$ cat src/hdl/empr_pkg.sv
// ----------------------------------------------------------------------------
// empr_pkg
// Shared types and codes of the extent map page resolver: item and result
// payloads, status and action codes, register indexes and the command and
// status groups between controller and datapath.
// ----------------------------------------------------------------------------
package empr_pkg;

  // status codes of a result
  localparam logic [1:0] ST_OK        = 2'd0;
  localparam logic [1:0] ST_NOT_FOUND = 2'd1;
  localparam logic [1:0] ST_RANGE     = 2'd2;

  // action codes of an input item
  localparam logic ACT_WRITE  = 1'b0;
  localparam logic ACT_LOOKUP = 1'b1;

  // configuration register indexes
  localparam int unsigned CFG_IDX_W = 2;
  localparam logic [CFG_IDX_W-1:0] REG_MAP_COUNT  = 2'd0;
  localparam logic [CFG_IDX_W-1:0] REG_TERMINATOR = 2'd1;
  localparam logic [CFG_IDX_W-1:0] REG_HOLE       = 2'd2;

  // reset values of the configuration registers
  localparam logic [6:0]  MAP_COUNT_RST  = 7'd0;
  localparam logic [31:0] TERMINATOR_RST = 32'hFFFF_FFFF;
  localparam logic [31:0] HOLE_RST       = 32'hFFFF_FFFE;

  typedef struct packed {
    logic        action;
    logic [5:0]  entry_index;
    logic [31:0] entry_start_page;
    logic [31:0] entry_disk_block;
    logic [31:0] page_num;
  } item_t;

  typedef struct packed {
    logic [1:0]  status;
    logic [31:0] volume_page;
  } result_t;

  // source of the result register
  typedef enum logic [1:0] {
    RK_ACK,
    RK_MISS,
    RK_RESERVED,
    RK_CALC
  } res_kind_t;

  // controller to datapath
  typedef struct packed {
    logic      accept;
    logic      mem_write;
    logic      scan_step;
    logic      sel_prev;
    logic      sel_cur;
    logic      res_load;
    res_kind_t res_kind;
  } ctrl_cmd_t;

  // datapath to controller
  typedef struct packed {
    logic item_is_write;
    logic item_page_zero;
    logic cnt_zero;
    logic pair_hit;
    logic cur_ge;
    logic cur_term;
    logic is_last;
  } dp_status_t;

endpackage

$ cat src/hdl/empr_ctrl.sv
// ----------------------------------------------------------------------------
// empr_ctrl
// Controller of the resolver: accepts items, steps the entry scan, runs the
// three arithmetic stages and strobes each result for one cycle.
// ----------------------------------------------------------------------------
module empr_ctrl (
  input  logic                 clk,
  input  logic                 rst,
  input  logic                 start,
  input  empr_pkg::dp_status_t stat,
  output empr_pkg::ctrl_cmd_t  cmd,
  output logic                 busy,
  output logic                 done
);

  typedef enum logic [2:0] {
    S_IDLE,
    S_SCAN,
    S_C1,
    S_C2,
    S_C3,
    S_OUT
  } state_t;

  state_t state, state_next;

  // next state and datapath commands
  always_comb begin
    state_next   = state;
    cmd          = '0;
    cmd.res_kind = empr_pkg::RK_MISS;
    case (state)
      S_IDLE, S_OUT: begin
        state_next = S_IDLE;
        if (start) begin
          cmd.accept = 1'b1;
          if (stat.item_is_write) begin
            cmd.mem_write = 1'b1;
            cmd.res_load  = 1'b1;
            cmd.res_kind  = empr_pkg::RK_ACK;
            state_next    = S_OUT;
          end else if (stat.cnt_zero) begin
            cmd.res_load = 1'b1;
            cmd.res_kind = stat.item_page_zero ? empr_pkg::RK_RESERVED : empr_pkg::RK_MISS;
            state_next   = S_OUT;
          end else begin
            state_next = S_SCAN;
          end
        end
      end
      S_SCAN: begin
        if (stat.pair_hit) begin
          cmd.sel_prev = 1'b1;
          state_next   = S_C1;
        end else if (stat.is_last) begin
          if (stat.cur_ge && !stat.cur_term) begin
            cmd.sel_cur = 1'b1;
            state_next  = S_C1;
          end else begin
            cmd.res_load = 1'b1;
            cmd.res_kind = empr_pkg::RK_MISS;
            state_next   = S_OUT;
          end
        end else begin
          cmd.scan_step = 1'b1;
        end
      end
      S_C1: state_next = S_C2;
      S_C2: state_next = S_C3;
      S_C3: begin
        cmd.res_load = 1'b1;
        cmd.res_kind = empr_pkg::RK_CALC;
        state_next   = S_OUT;
      end
      default: state_next = S_IDLE;
    endcase
  end

  // state and registered handshake outputs
  always_ff @(posedge clk) begin
    if (rst) begin
      state <= S_IDLE;
      busy  <= 1'b0;
      done  <= 1'b0;
    end else begin
      state <= state_next;
      busy  <= !(state_next == S_IDLE || state_next == S_OUT);
      done  <= (state_next == S_OUT);
    end
  end

endmodule

$ cat config.mk
export PLATFORM = sky130hd
export DESIGN_NAME = empr_ctrl
export DESIGN_NICKNAME = d
export VERILOG_FILES = /design/src/hdl/empr_pkg.sv /design/src/hdl/empr_ctrl.sv
export SDC_FILE = /design/constraint.sdc
export NUM_CORES = 1
export LEC_CHECK = 0
export BUFFER_PORTS_ARGS = -buffer_cell sky130_fd_sc_hd__buf_2
export CORE_AREA = 2 2 39 41
export CTS_BUF_LIST = sky130_fd_sc_hd__clkbuf_8
export CTS_CLUSTER_SIZE = 10
export DETAILED_ROUTE_END_ITERATION = 16
export DIE_AREA = 0 0 41 43
export GPL_TIMING_DRIVEN = 0
export PLACE_DENSITY_LB_ADDON = 0.05
export SETUP_SLACK_MARGIN = 0.15
export SKIP_CTS_REPAIR_TIMING = 1
export SLEW_MARGIN = 5
export SYNTH_ARGS = -nofsm -noshare
export SYNTH_HDL_FRONTEND = slang
export SYNTH_SLANG_ARGS = --single-unit
$ cat constraint.sdc
create_clock -name clk -period 3 [get_ports clk]
set_input_delay 0.6 -clock clk [delete_from_list [all_inputs] [get_ports clk]]
set_output_delay 0.6 -clock clk [all_outputs]
set_load 0.1 [all_outputs]
==> flow_summary.ini <==
[finish]
area_growth_pct = 51.0
layout-drive-gt1-share_pct = 47.2
n_antenna_cell = 0
fin_nets = 83
post-route-util_pct = 42.0
finalNonFillerCells = 88
nFillCells = 156

[cts]
cts.clk_slew.worst_paths_ps = 40
clk_path_buf_depth = 2
cts_num_sinks = 5
numCtsBuffers = 3
cts_tree = yes
clockRootBuffer = clkbuf_8
htree_num_levels = 1
clkLatencyLatePin_ps = 220

[sta]
hold_viol = 0
rsz0062_at_grt = false
min_period_ps = 2370
fin_skew_ps = 2.78
hold-worst-slack_ps = 584
finalSetupViolCount = 0
tightest_slew_ps = 639
period_share_pct = 79.0
max_freq_mhz = 422
max_slew_margin_pct = 56.9
final_max_slew_viol_count = 0

[placement]
post-place-cells = 84
io_buffers = 19
gp_congestion = 0.749
hpwlAfterDp_um = 814

[yosys]
synth_area_leaders = dfxtp_1 (26%), a21oi_1 (6.5%), buf_6 (5.8%)
synth_top_flop_cell = dfxtp_1
synth_top_area_share_pct = 26.0
seq_area_frac_synth_pct = 26.0
postSynth.asyncResetShare_pct = 0
syn_nets = 59
synth.largest_area_cell = dfxtp_1
yosysWarnings = 0
synth_seq_cells = 5
postSynthCellCount = 49
synth_edf_count = 0
synth.distinct_cells = 25
netlist_area_um2 = 385
avgSynthCellArea_um2 = 7.86
synthTopCellsByCount = a21oi_1 (5), dfxtp_1 (5), nand2_1 (4)

[setup_path]
cp_num_cells = 5
endpoint = cmd[2]
critPathTopFamily = buffers and inverters
crit_chain = buf_2 -> inv_1 -> a31oi_1 -> a221oi_2 -> buf_2
worstReg2RegStart = state[2]
arrival_ps = 1770
regToRegSetupSlack_ps = 1820
required_ps = 2400
cp_slowest_cell = buf_2
rr_worst_depth = 4
crit_start = stat[3]
cpMostUsedCell = buf_2
rr_endpoint = state[0]
worst_setup_path_start_kind = primary input
worst-path-buf-inv = 3
critPathMaxFanout = 5
end_kind = output port
worstSetupPathType = primary input to output port
slowest_delay_ps = 460

[grt]
grt_overflow_total = 0
track_usage_pct = 13.7
grt_pass1_wl_um = 1650
grt_max_degree = 11
antenna_found_initial = 0
grt_pass1_vias = 398

[pwr]
switching_share_pct = 53.1
leakagePower_nw = 0.268
p_int_mw = 0.230
switching_power_mw = 0.261
power_frac_comb_pct = 58.1
p_seq_share_pct = 17.4
clockPowerShare_pct = 24.4
peakVddDrop_uv = 343
cellPowerDensity_nw_per_um2 = 844

[drt]
vias_per_cell = 4.98
drc = 0
dr.pass1.iters = 2
vias = 438
routedWlPerCell_um = 11.6
ant_nets = 0
routed_wl_um = 1020
drt-initial-drc-count = 2

[floorplan]
die_area_um2 = 1760
coreArea_um2 = 1380
io_pins = 20
die_height_um = 43
rows = 14
die_width_um = 41
start_util_pct = 27.8

[hold_path]
hp-start = rst
worstHoldPathCells = 2
hold_class = primary input to register

[run]
cap_violations = 0

[outcome]
status = finished, final reports clean
## placed cells by master (no fill, tap or decap)
cell | Yosys | routed
nand2_1 | 4 | 4
clkbuf_8 | 0 | 3
nor3_1 | 2 | 1
o21bai_1 | 1 | 1
nand2b_1 | 3 | 3
inv_1 | 2 | 3
and2_2 | 1 | 1
nor3_2 | 1 | 2
a22oi_1 | 1 | 1
buf_2 | 1 | 20
a21oi_2 | 0 | 1
nand3b_1 | 1 | 1
a21o_1 | 2 | 2
xnor2_1 | 1 | 1
nor4_4 | 0 | 1
a221oi_1 | 2 | 1
nor2_1 | 1 | 1
nor4_2 | 0 | 1
o21ai_0 | 2 | 2
a211oi_1 | 2 | 2
a21oi_1 | 5 | 4
nor2b_1 | 3 | 3
a221oi_2 | 0 | 1
a31o_2 | 1 | 1
nand4b_1 | 1 | 1
and3b_2 | 1 | 1
a31oi_1 | 2 | 2
dfxtp_1 | 5 | 5
buf_6 | 2 | 2
## cell type report
type,count,area [um2],area share (%)
well taps,16,20.0,3.44
clock buffers,3,41.3,7.10
flip-flops and latches,5,100,17.2
plain buffers,3,27.5,4.73
clock inverters,1,3.75,0.645
multi-input cells,39,287,49.2
repair buffers,19,95.1,16.3
inverters,2,7.51,1.29
## flip-flops by register name (all words and copies together) (netlist names)
signal and cells:
state 3, busy 1, done 1
## per-layer routing
layer	up-vias	part of all wire, %	GRT usage [%]
met2	9	49	19.7
met1	201	46	17.9
met4	0	0	2.00
li1	228	-	-
met3	0	4.9	7.85
met5	-	0	0
## per-stage QoR
stage	area [um2]	power (mW)	setup slack (ps)	setup TNS (ps)
final	582	0.491	631	0
after global routing	582	0.522	524	0
after CTS	582	0.497	618	0
after detailed placement	537	0.375	622	0
after global placement	537	0.374	620	0
after floorplan	422	0.330	-29.4	-29.4
## how the worst min path moves through the flow
| stage | endpoint | slack [ps] |
|---|---|---|
| global route | state[1] | 590 |
| detailed placement | state[1] | 650 |
| CTS | state[1] | 580 |
| finish | state[1] | 580 |
| global placement | state[1] | 640 |
| floorplan | state[1] | 590 |
## power by group through the flow
stage | registers (mW) | logic, mW | clock network [mW]
6_report | 0.0855 | 0.286 | 0.120
3_5_place_dp | 0.0868 | 0.288 | 0
5_1_grt | 0.0880 | 0.302 | 0.132
4_1_cts | 0.0858 | 0.288 | 0.124
3_3_place_gp | 0.0869 | 0.287 | 0
2_1_floorplan | 0.121 | 0.210 | 0
## cells by family (layout without fill, tap and decap cells)
family | count (synthesis) | in the layout | share of synthesized area [%]
AO/OA/AOI/OAI | 18 | 18 | 30.8
buffers and inverters | 5 | 28 | 9.09
flip-flops | 5 | 5 | 26.0
XOR/XNOR | 1 | 1 | 2.27
AND/OR/NAND/NOR | 20 | 20 | 31.8
No activity file was read; power rests on OpenSTA's default activity.
